$ cat config.mk
export PLATFORM = sky130hd
export DESIGN_NAME = vfic_ram
export DESIGN_NICKNAME = d
export VERILOG_FILES = /design/src/rtl/vfic_ram.sv
export SDC_FILE = /design/constraint.sdc
export NUM_CORES = 2
export LEC_CHECK = 0
export BUFFER_PORTS_ARGS = -buffer_cell sky130_fd_sc_hd__buf_2
export CAP_MARGIN = 20
export CORE_MARGIN = 8
export CORE_UTILIZATION = 35
export DETAILED_ROUTE_END_ITERATION = 7
export PLACE_DENSITY = 0.53
export SKIP_CTS_REPAIR_TIMING = 1
export SLEW_MARGIN = 20
export SYNTH_ARGS = -nofsm -noshare
export SYNTH_HDL_FRONTEND = slang
export SYNTH_SLANG_ARGS = --single-unit
$ cat constraint.sdc
create_clock -name clk_i -period 6.11 [get_ports clk_i]
set_clock_uncertainty 0.15 [all_clocks]
set_input_delay 0.611 -clock clk_i [delete_from_list [all_inputs] [get_ports clk_i]]
set_output_delay 0.611 -clock clk_i [all_outputs]
set_load 0.05 [all_outputs]
$ cat src/rtl/vfic_ram.sv
// ----------------------------------------------------------------------------
// vfic_ram
// generic ram, one write port and one read port with registered read data
// ----------------------------------------------------------------------------
module vfic_ram #(
  parameter int unsigned WIDTH = 32,
  parameter int unsigned DEPTH = 66
) (
  input  logic                     clk_i,
  input  logic                     we_i,
  input  logic [$clog2(DEPTH)-1:0] waddr_i,
  input  logic [WIDTH-1:0]         wdata_i,
  input  logic                     re_i,
  input  logic [$clog2(DEPTH)-1:0] raddr_i,
  output logic [WIDTH-1:0]         rdata_o
);

  logic [WIDTH-1:0] mem_q [DEPTH];
  logic [WIDTH-1:0] rdata_q;

  always_ff @(posedge clk_i) begin
    if (we_i) begin
      mem_q[waddr_i] <= wdata_i;
    end
    if (re_i) begin
      rdata_q <= mem_q[raddr_i];
    end
  end

  assign rdata_o = rdata_q;

endmodule

==> run metrics <==
outcome=complete, no violations; synth cell count leaders=edfxtp_1, mux4_2, mux2i_1, nand2_1, nor2_1; slowest stage delay, CP=around 940 ps; CTS HTree Levels=4; final hold slack=around 170 ps; Setup crit start kind=primary input; first-pass GRT wire length=around 320000 µm; CTS buffer count=about 220; syn_area_per_cell=22.7 µm²; crit path buf inv count=2; Arr. time, crit path=between 3000 and 4000 ps; HPWL after detailed placement=129000 µm; final setup violation count=0; dominant synthesized flop cell=edfxtp_1; most common cell in the netlist=edfxtp_1; hold_sp=wdata_i[31]; kind of cell adding the most delay to the critical path=buffers and inverters; Initial Util=about a third; Global Route Usage Sum=17.8%; 1st-iter DRT viols=approximately 4500; clk buf depth=3; WL final=about 230000 µm; drt first pass iters=8; largest net degree at the start of global routing=90; crit path capture type=flop; Die Wd=~500 µm; R2R Setup Slk=approximately 3600 ps; #FFs+latches synth=2144; Critical Path Slowest Stage Cell=or3_1; RSZ-0062 raised after global routing=no; footprint of the multi-input gates=approximately 17000 µm²; register area=roughly 64000 µm²; Max Cap Viol=0; Syn Inst Count=around 3600; Worst VDD drop=slightly above 0.0003 V; proportion of layout cells with a drive suffix above 1=about 29%; cell taking the most area after synthesis=edfxtp_1; CTS root buffer=clkbuf_16; Distinct cells, synth=between 40 and 50; Lkg Pwr=roughly 29 nW; number of flops mapped to enable cells by yosys=around 2100; dpl ws=1700 ps; DRT antenna net count=0; vias in the first global route=about 40000; FMAX=~290 MHz; WS Path Type=in2reg; RePlAce Congestion=approximately 0.76; Worst-Skew Late Latency=between 800 and 900 ps; die height=about 500 µm; CTS tree=yes; syn_nets=~3700; I/O Buffers=80; antenna violations before repair=17; post-synthesis cell area=~82000 µm²; worst min-delay path endpoint=mem_q[10][31]; Power Density=325 nW/µm²; # clock sinks=2144; final setup TNS=0 ps; Least-Margin Pin Slew=around 1100 ps; # DRC=0; routed vias=39042; max-slew violation count=0; Synth area leaders=edfxtp_1, mux4_2, mux2i_1; Tmin final=approximately 3500 ps; core area=about 230000 µm²; sequential area share after synthesis=78.6%; final hold violations=0; WL/cell=~32 µm; die area=between 200000 and 250000 µm²; post-route setup slack=2620 ps; CP required=6540 ps; reg-to-reg startpoint=mem_q[31][25]; reg2reg end=rdata_o[25]; Worst path depth=7; fin crit share=57.2%; Layout Nets=3912; synth warn=0; fill count=20448; Hold Path Cell Cnt=1; Synth async-reset ratio=0%; Worst-path clk slew=approximately 60 ps; post-synth top area share=78.6%; vias per std cell=approximately 5.4; crit-path cells=buf_8 -> buf_4 -> or3_1 -> o22ai_1 -> a211oi_1 -> a21oi_1 -> a32o_1; Rel. slew slack=23.4%; Crit Path Max Fanout=73; R2R depth=5; io pins=81; Hold Path Class=in2reg; num rows=177; GRT overflow=0; Layout area overhead=14.4%
## cell families after synthesis
group	count (synthesis)	synth area share (%)
AO/OA/AOI/OAI	281	2.44
multiplexers	703	16.0
flip-flops	2144	78.6
AND/OR/NAND/NOR	283	1.56
buffers and inverters	199	1.44
## worst max path at each step
stage / start / slack [ps] / to
3_3_place_gp: raddr_i[0] / 1690 / rdata_o[25]
5_1_grt: raddr_i[1] / 2490 / rdata_o[23]
3_5_place_dp: raddr_i[0] / 1700 / rdata_o[25]
6_report: raddr_i[1] / 2620 / rdata_o[26]
4_1_cts: raddr_i[0] / 2610 / rdata_o[25]
2_1_floorplan: waddr_i[5] / 2220 / mem_q[32][0]
## cell type report
type	instances	area share, %
Tap cell	3132	4.18
Antenna cell	7	0.0187
Multi-Input combinational cell	1267	18.0
Timing Repair Buffer	230	1.92
Inverter	3	0.0120
Clock buffer	285	6.11
Clock inverter	118	1.08
Sequential cell	2144	68.7
## flip-flops by register name (all words and copies together), names as in the netlist
register	count
rdata_o	32
mem_q	2112
## power by group
| part | internal (W) | switching (W) | leakage [nW] |
|---|---|---|---|
| sequential | 0.0163 | 0.0000326 | 19.3 |
| combinational | 0.000497 | 0.000954 | 6.31 |
| clock | 0.00717 | 0.00554 | 3.28 |
## routing by layer
| metal | vias up | part of all wire [%] | track usage (%) |
|---|---|---|---|
| met2 | 1401 | 49 | 29.7 |
| li1 | 15920 | - | - |
| met5 | - | 0.023 | 0 |
| met4 | 8 | 1.9 | 3.67 |
| met3 | 250 | 6.5 | 2.94 |
| met1 | 21463 | 42 | 24.9 |
## per-stage QoR
step	area [µm²]	util [%]	instances	total power [W]
floorplan	81900	-	3610	0.0174
global placement	86800	37.3	6770	0.0181
detailed placement	86900	37.3	6774	0.0181
CTS	93700	40.2	7177	0.0307
global route	93700	40.3	7180	0.0313
finish	93800	40.3	7186	0.0305
## cells in the final DEF (no fill, tap or decap), types with 5 or more instances in the layout
master,netlist,layout
a21o_1,11,11
nand3b_1,7,7
clkbuf_1,68,66
mux2_2,85,85
a32oi_1,15,15
mux2i_1,141,141
diode_2,0,7
buf_12,1,12
o22ai_1,81,81
nand2b_1,8,8
buf_4,30,147
clkinv_2,0,33
o21ai_1,6,6
clkinv_8,0,7
bufinv_16,0,14
a22oi_1,43,43
edfxtp_1,2144,2144
o21ai_0,6,6
nand3_1,28,28
a32o_1,12,12
a211oi_1,38,38
nand2_1,100,100
buf_2,55,65
nor2b_1,14,14
clkinv_1,0,56
mux4_2,477,477
nor2_1,87,19
nor3_1,14,10
nor2_4,0,65
clkbuf_16,0,219
a2111oi_0,6,6
a21oi_1,27,27
a31oi_1,8,8
nor4_1,5,5
or3b_2,5,5
o221ai_1,10,10
No activity file was read; power rests on OpenSTA's default activity.
