--- src/rtl/vfic_addr_unit.sv ---
// ----------------------------------------------------------------------------
// vfic_addr_unit
// shared fetch address unit: stride times index, then base plus offset
// ----------------------------------------------------------------------------
module vfic_addr_unit (
  input  logic        clk_i,
  input  logic        mul_en_i,
  input  logic [15:0] stride_i,
  input  logic [31:0] index_i,
  input  logic [63:0] base_i,
  input  logic [31:0] offset_i,
  output logic [63:0] addr_o
);

  logic [47:0] prod_q;

  always_ff @(posedge clk_i) begin
    if (mul_en_i) begin
      prod_q <= 48'(stride_i) * 48'(index_i);
    end
  end

  assign addr_o = base_i + {16'd0, prod_q} + {32'd0, offset_i};

endmodule

--- config.mk ---
export PLATFORM = sky130hd
export DESIGN_NAME = vfic_addr_unit
export DESIGN_NICKNAME = d
export VERILOG_FILES = /design/src/rtl/vfic_addr_unit.sv
export SDC_FILE = /design/constraint.sdc
export NUM_CORES = 1
export LEC_CHECK = 0
export BUFFER_PORTS_ARGS = -buffer_cell sky130_fd_sc_hd__buf_2
export CORE_MARGIN = 2
export CORE_UTILIZATION = 30
export CTS_CLUSTER_SIZE = 12
export DETAILED_ROUTE_END_ITERATION = 10
export GPL_TIMING_DRIVEN = 0
export PLACE_DENSITY = 0.43
export SYNTH_ARGS = -nofsm -noshare
export SYNTH_HDL_FRONTEND = slang
export SYNTH_SLANG_ARGS = --single-unit
--- constraint.sdc ---
create_clock -name clk_i -period 19.7 [get_ports clk_i]
set_input_delay 2.955 -clock clk_i [delete_from_list [all_inputs] [get_ports clk_i]]
set_output_delay 2.955 -clock clk_i [all_outputs]
set_load 0.005 [all_outputs]
==> key figures, run 1 <==
Global routing
  • Largest net degree at the start of global routing: 49
  • Gr usage total: 0.1940
  • First-pass GRT wire length: 106100 µm
  • Antenna violations before repair: 2
  • Vias in the first global route: 17942
  • Congestion Overflow GR: 0

Clock tree
  • Num CTS Buffers: 5
  • Hold_buf cts: 0
  • Clock Tree Buf Depth: 2
  • Post_cts resized: 0
  • Clock Root Buffer: clkbuf_16
  • H-tree depth: 2
  • Post-CTS Setup Bufs: 0
  • CTS tree: done
  • Worst-path clk slew: 0.06 ns
  • Clock tree sinks: 48

Route
  • DR pass1 iterations: 5
  • Routed wire per std cell: 19.52 µm
  • Vias per std cell: 4.650
  • 1st-iter DRT viols: 891
  • DRC: 0
  • Via total after detailed routing: 16349
  • Post-DRT Antenna Nets: 0
  • Drt total wl: 68640 µm

Placed design
  • Post-DP HPWL: 58840 µm
  • Routability congestion estimate: 0.9100
  • Port Buffer Count: 209

Critical path
  • Crit path cell chain: buf_2 -> clkbuf_1 -> nand2_1 -> fa_1 -> inv_1 -> fa_1 -> fa_1 -> fa_1 -> fa_1 -> inv_1 -> fa_1 -> inv_1 -> ha_1 -> clkbuf_1 -> nand4_1 -> nor2_1 -> nand2_1 -> or4b_1 -> nand2_2 -> nand2_1 -> a2111oi_0 -> a2111oi_0 -> xnor2_1
  • CP max stage delay: 0.85 ns
  • Data required, critical path: 19.73 ns
  • CP max FO: 10
  • Critical Path Source Type: primary input
  • Setup crit end kind: flip-flop
  • Buffers & Inverters on Critical Path: 6
  • Crit Path Class: in -> reg
  • Cell mode on critical path: fa_1
  • CP delay by family, top: adder cells
  • Slowest-stage cell, CP: a2111oi_0
  • Crit path DAT: 10.48 ns

Cells and area
  • Area growth, synth to finish: 11.43%
  • Layout cell share with drive strength beyond 1: 0.08777
  • Number of flip-flops in the largest register: 48
  • Net count, final: 3356
  • Multi-input combinational cell area: 17480 µm²
  • Largest Register: prod_q
  • Largest regs: prod_q x48
  • FILL cells: 7409
  • Seq. cell area: 1441 µm²

Logic synthesis
  • Synth top cells by count: inv_1, fa_1, nand2_1
  • Top_reg_cell synth: edfxtp_1
  • Number of synthesized flops with an enable pin: 48
  • Yosys reg bits: 48
  • Mapped Area: 21080 µm²
  • Count leader, synth: inv_1
  • Count of cell types in the netlist: 58
  • Gate Count Post-Synth: 2359
  • Synth area leaders: fa_1, ha_1, inv_1
  • Sequential element share of the synthesized area: 0.06839
  • Post-Syn Nets: 3140
  • Syn Area/Cell: 8.934 µm²
  • Synth async-reset ratio: 0
  • Yosys top cell area share: 0.4284
  • Synth warnings: 0
  • Post-synth top area cell: fa_1

Floorplan
  • DIE AREA: 72390 µm²
  • Initial Utilization: 0.3020
  • DIE WIDTH: 269.1 µm
  • Row cnt: 97
  • Core footprint: 69790 µm²
  • Ports: 210
  • Die H: 269.1 µm

Timing
  • Tightest Pin Transition: 1.043 ns
  • Post-route clock period utilization: 0.5304
  • Hold Fails Final Rpt: 0
  • F_max: 95.71 MHz
  • RSZ-0062 raised after global routing: false
  • Final setup fails: 0
  • Slew margin rel.: 0.3048
  • Final min period: 10.45 ns
  • Max Slew Vio Count: 0
  • Setup tns final: 0 ns

Run
  • Max-cap viol count: 0

Min path
  • Hold Crit Class: in -> reg
  • Hold Path Cell Cnt: 2
  • Hold endpoint: prod_q[0]$_DFFE_PP_
  • Hold_sp: index_i[0]

Run status
  • Outcome: completed
-- stage by stage --
stage | utilization | setup slack [ns] | area [µm²] | hold WS, ns | instances
2_1_floorplan | - | 10.44 | 21080 | 3.068 | 2359
3_3_place_gp | 0.3339 | 9.005 | 23300 | 3.402 | 3508
3_5_place_dp | 0.3339 | 8.920 | 23300 | 3.402 | 3508
4_1_cts | 0.3365 | 9.228 | 23480 | 3.090 | 3515
5_1_grt | 0.3365 | 8.936 | 23490 | 3.116 | 3516
6_report | 0.3365 | 9.252 | 23490 | 3.076 | 3516
-- per-layer routing --
layer | global-route usage | wire length (µm)
met1 | 0.2696 | 31370
met2 | 0.3250 | 31840
met3 | 0.01178 | 3233
met4 | 0.05841 | 2176
met5 | 0 | 13
-- cell usage in the layout, fill, tap and decap left out, types with 40 or more instances in the layout --
cell type / Yosys / routed
and2_1: 217 / 217
ha_1: 184 / 184
nor2_1: 40 / 40
buf_2: 0 / 209
fa_1: 451 / 451
edfxtp_1: 48 / 48
a21o_1: 51 / 51
clkbuf_1: 104 / 104
inv_1: 469 / 469
xnor2_1: 61 / 61
nand2_1: 376 / 376
a21oi_1: 88 / 88
o21ai_0: 44 / 44
xor2_1: 43 / 43
-- cells by family after synthesis --
logic type,share of synthesized area
XOR/XNOR,0.04322
flip-flops,0.06839
adder cells (fa/ha/maj),0.5376
AO/OA/AOI/OAI,0.08311
AND/OR/NAND/NOR,0.1656
buffers and inverters,0.1020
-- cell type report --
class	instances	share of cell area
Tap cell	940	0.05008
Timing Repair Buffer	209	0.04454
Buffer	104	0.01662
Clock buffer	5	0.005327
Inverter	469	0.07496
Antenna cell	1	0.0001065
Sequential cell	48	0.06137
Multi-Input combinational cell	1738	0.7444
Clock inverter	2	0.002557
-- worst max-delay path by stage --
stage	to	slack, ns	depth (start not counted)	startpoint
6_report	prod_q[45]$_DFFE_PP_	9.25	23	stride_i[10]
4_1_cts	prod_q[47]$_DFFE_PP_	9.23	25	stride_i[10]
2_1_floorplan	addr_o[63]	10.44	15	base_i[1]
5_1_grt	prod_q[47]$_DFFE_PP_	8.94	25	stride_i[10]
3_3_place_gp	prod_q[47]$_DFFE_PP_	9.00	25	stride_i[10]
3_5_place_dp	prod_q[47]$_DFFE_PP_	8.92	25	stride_i[10]
Power of run 1 is not shown: default switching activity piles up to over one toggle a cycle in this logic, so the estimate is an artifact.
==> run 2, diff against run 1 <==
--- a/config.mk
+++ b/config.mk
@@ -5,13 +5,14 @@
 export SDC_FILE = /design/constraint.sdc
 export NUM_CORES = 1
 export LEC_CHECK = 0
+export ABC_AREA = 1
 export BUFFER_PORTS_ARGS = -buffer_cell sky130_fd_sc_hd__buf_2
 export CORE_MARGIN = 2
 export CORE_UTILIZATION = 30
 export CTS_CLUSTER_SIZE = 12
 export DETAILED_ROUTE_END_ITERATION = 10
 export GPL_TIMING_DRIVEN = 0
-export PLACE_DENSITY = 0.43
+export PLACE_DENSITY = 0.44
 export SYNTH_ARGS = -nofsm -noshare
 export SYNTH_HDL_FRONTEND = slang
 export SYNTH_SLANG_ARGS = --single-unit
==> constraint.sdc (replaced) <==
create_clock -name clk_i -period 8.5 [get_ports clk_i]
set_input_delay 1.275 -clock clk_i [delete_from_list [all_inputs] [get_ports clk_i]]
set_output_delay 1.275 -clock clk_i [all_outputs]
set_load 0.005 [all_outputs]
==> run 2 against run 1 <==
Effect of this change: count of clock-buffer cells in the layout unchanged; first-iteration DRC count up 33%; synthesized area up 17%; critical endpoint unchanged.
==> key figures, run 2 <==
Placed design
  • Post-DP HPWL: 77000 µm
  • Routability congestion estimate: 0.9087
  • Port Buffer Count: 177

Critical path
  • Slowest-stage cell, CP: clkbuf_1
  • Critical Path Source Type: primary input
  • Crit path cell chain: clkbuf_1 -> clkbuf_1 -> nand2_1 -> fa_1 -> inv_1 -> fa_1 -> fa_1 -> fa_1 -> fa_1 -> inv_1 -> fa_1 -> inv_1 -> ha_1 -> a21oi_1 -> o21ai_0 -> a21oi_1 -> nand2_1 -> nand2_1 -> nand3_1 -> nand2_1 -> nand2_1
  • Data required, critical path: 8.54 ns
  • CP max stage delay: 0.65 ns
  • Cell mode on critical path: fa_1
  • Crit path DAT: 7.43 ns
  • CP delay by family, top: adder cells
  • Setup crit end kind: flip-flop
  • Buffers & Inverters on Critical Path: 5
  • Crit Path Class: in -> reg
  • CP max FO: 10

Floorplan
  • DIE AREA: 84570 µm²
  • Row cnt: 105
  • Die H: 290.8 µm
  • Initial Utilization: 0.3020
  • DIE WIDTH: 290.8 µm
  • Ports: 210
  • Core footprint: 81720 µm²

Route
  • Met3 wire length: 2703 µm
  • Vias per std cell: 4.374
  • Post-DRT Antenna Nets: 0
  • DRC: 0
  • Met2 Wirelength: 43850 µm
  • Top layer in use: met4
  • Wire length on met1: 39030 µm
  • Routed wire per std cell: 17.83 µm
  • Via total after detailed routing: 21397
  • Drt total wl: 87230 µm
  • DR pass1 iterations: 6
  • 1st-iter DRT viols: 1188

Global routing
  • Antenna violations before repair: 0
  • Gr usage total: 0.2089
  • Congestion Overflow GR: 0
  • Vias in the first global route: 22668
  • Largest net degree at the start of global routing: 49
  • First-pass GRT wire length: 134400 µm

Clock tree
  • CTS tree: done
  • Post-CTS Setup Bufs: 0
  • H-tree depth: 2
  • Hold_buf cts: 0
  • Clock Tree Buf Depth: 2
  • Worst-path clk slew: 0.06 ns
  • Num CTS Buffers: 5
  • Post_cts resized: 0
  • Clock tree sinks: 48
  • Clock Root Buffer: clkbuf_16

Cells and area
  • Largest regs: prod_q x48
  • Number of flip-flops in the largest register: 48
  • Seq. cell area: 1441 µm²
  • Area growth, synth to finish: 9.552%
  • FILL cells: 9289
  • Commonest non-fill, non-tap cell in the layout: nand2_1
  • Largest Register: prod_q
  • Most frequent cells in the layout: nand2_1, inv_1, fa_1, ha_1, buf_2
  • Multi-input combinational cell area: 18870 µm²
  • Net count, final: 4603
  • Antenna diode count: 0
  • Layout cell share with drive strength beyond 1: 0.05651

Min path
  • Hold Crit Class: in -> reg

Logic synthesis
  • Top_reg_cell synth: edfxtp_1
  • Yosys reg bits: 48
  • Synth area leaders: fa_1, nand2_1, inv_1
  • Number of synthesized flops with an enable pin: 48
  • Syn Area/Cell: 6.783 µm²
  • Yosys top cell area share: 0.3659
  • Sequential element share of the synthesized area: 0.05841
  • Post-Syn Nets: 4419
  • Mapped Area: 24680 µm²
  • Count of cell types in the netlist: 28
  • Synth warnings: 0
  • Post-synth top area cell: fa_1
  • Synth top cells by count: nand2_1, inv_1, fa_1
  • Synth async-reset ratio: 0
  • Gate Count Post-Synth: 3638
  • Count leader, synth: nand2_1

Run status
  • Outcome: completed

Run
  • Max-cap viol count: 0

Timing
  • Final setup fails: 0
  • F_max: 135.2 MHz
  • Post-route clock period utilization: 0.8701
  • Final min period: 7.396 ns
  • Setup tns final: 0 ns
  • Max Slew Vio Count: 0
  • Tightest Pin Transition: 1.084 ns
  • Hold Fails Final Rpt: 0
  • RSZ-0062 raised after global routing: false
  • Slew margin rel.: 0.2770
## run 2: cell count changes in the layout (fill, tap and decap cells not counted), sizes merged, moves of 27 or more
cell and delta:
buf -32, xnor2 -55, and2 -213, nor2 +136
a21o -49, nand3 +75, inv +581, o21ai -27
nand2 +920
## run 2: path summary, 6_finish.rpt
check | end | cells after the start | start
setup / recovery | prod_q[45]$_DFFE_PP_ | 21 | index_i[13]
hold / removal | prod_q[0]$_DFFE_PP_ | 3 | index_i[0]
## run 2: final cells by class
class | count | area share
Multi-Input combinational cell | 2428 | 0.6982
Inverter | 1050 | 0.1458
Sequential cell | 48 | 0.05332
Tap cell | 1070 | 0.04952
Timing Repair Buffer | 177 | 0.03277
Buffer | 112 | 0.01555
Clock buffer | 5 | 0.004628
Clock inverter | 2 | 0.0002777
## run 2: kinds of logic (layout without fill, tap and decap cells)
| kind of cell | count (synthesis) | after routing | share of synthesized area |
|---|---|---|---|
| adder cells (fa/ha/maj) | 635 | 635 | 0.4592 |
| AO/OA/AOI/OAI | 126 | 126 | 0.02768 |
| flip-flops | 48 | 48 | 0.05841 |
| XOR/XNOR | 59 | 59 | 0.02094 |
| AND/OR/NAND/NOR | 1608 | 1608 | 0.2571 |
| buffers and inverters | 1162 | 1346 | 0.1767 |
## run 2: layer usage
layer  vias to the layer above  global-route usage
met5                         -                   0
met4                         0             0.04271
met3                        60            0.008489
met2                       412              0.3860
met1                     10235              0.2701
li1                      10690                   -
## run 2: tightest hold or removal path, delay by kind of cell
| kind | cells | cell delay [ns] |
|---|---|---|
| buffers and inverters | 2 | 0.21 |
| AND/OR/NAND/NOR | 1 | 0.11 |
## run 2: metrics by stage
step           setup slack [ns]  instance area [µm²]  hold slack, ns  cells  utilization
3_5_place_dp             0.8080                26900           1.766   4885       0.3292
4_1_cts                   1.096                27030           1.447   4892       0.3308
2_1_floorplan             2.098                24680           1.388   3638            -
6_report                  1.104                27030           1.458   4892       0.3308
3_3_place_gp             0.7950                26900           1.782   4885       0.3292
5_1_grt                  0.7723                27030           1.463   4892       0.3308
Power of run 2 is left out for the same reason.
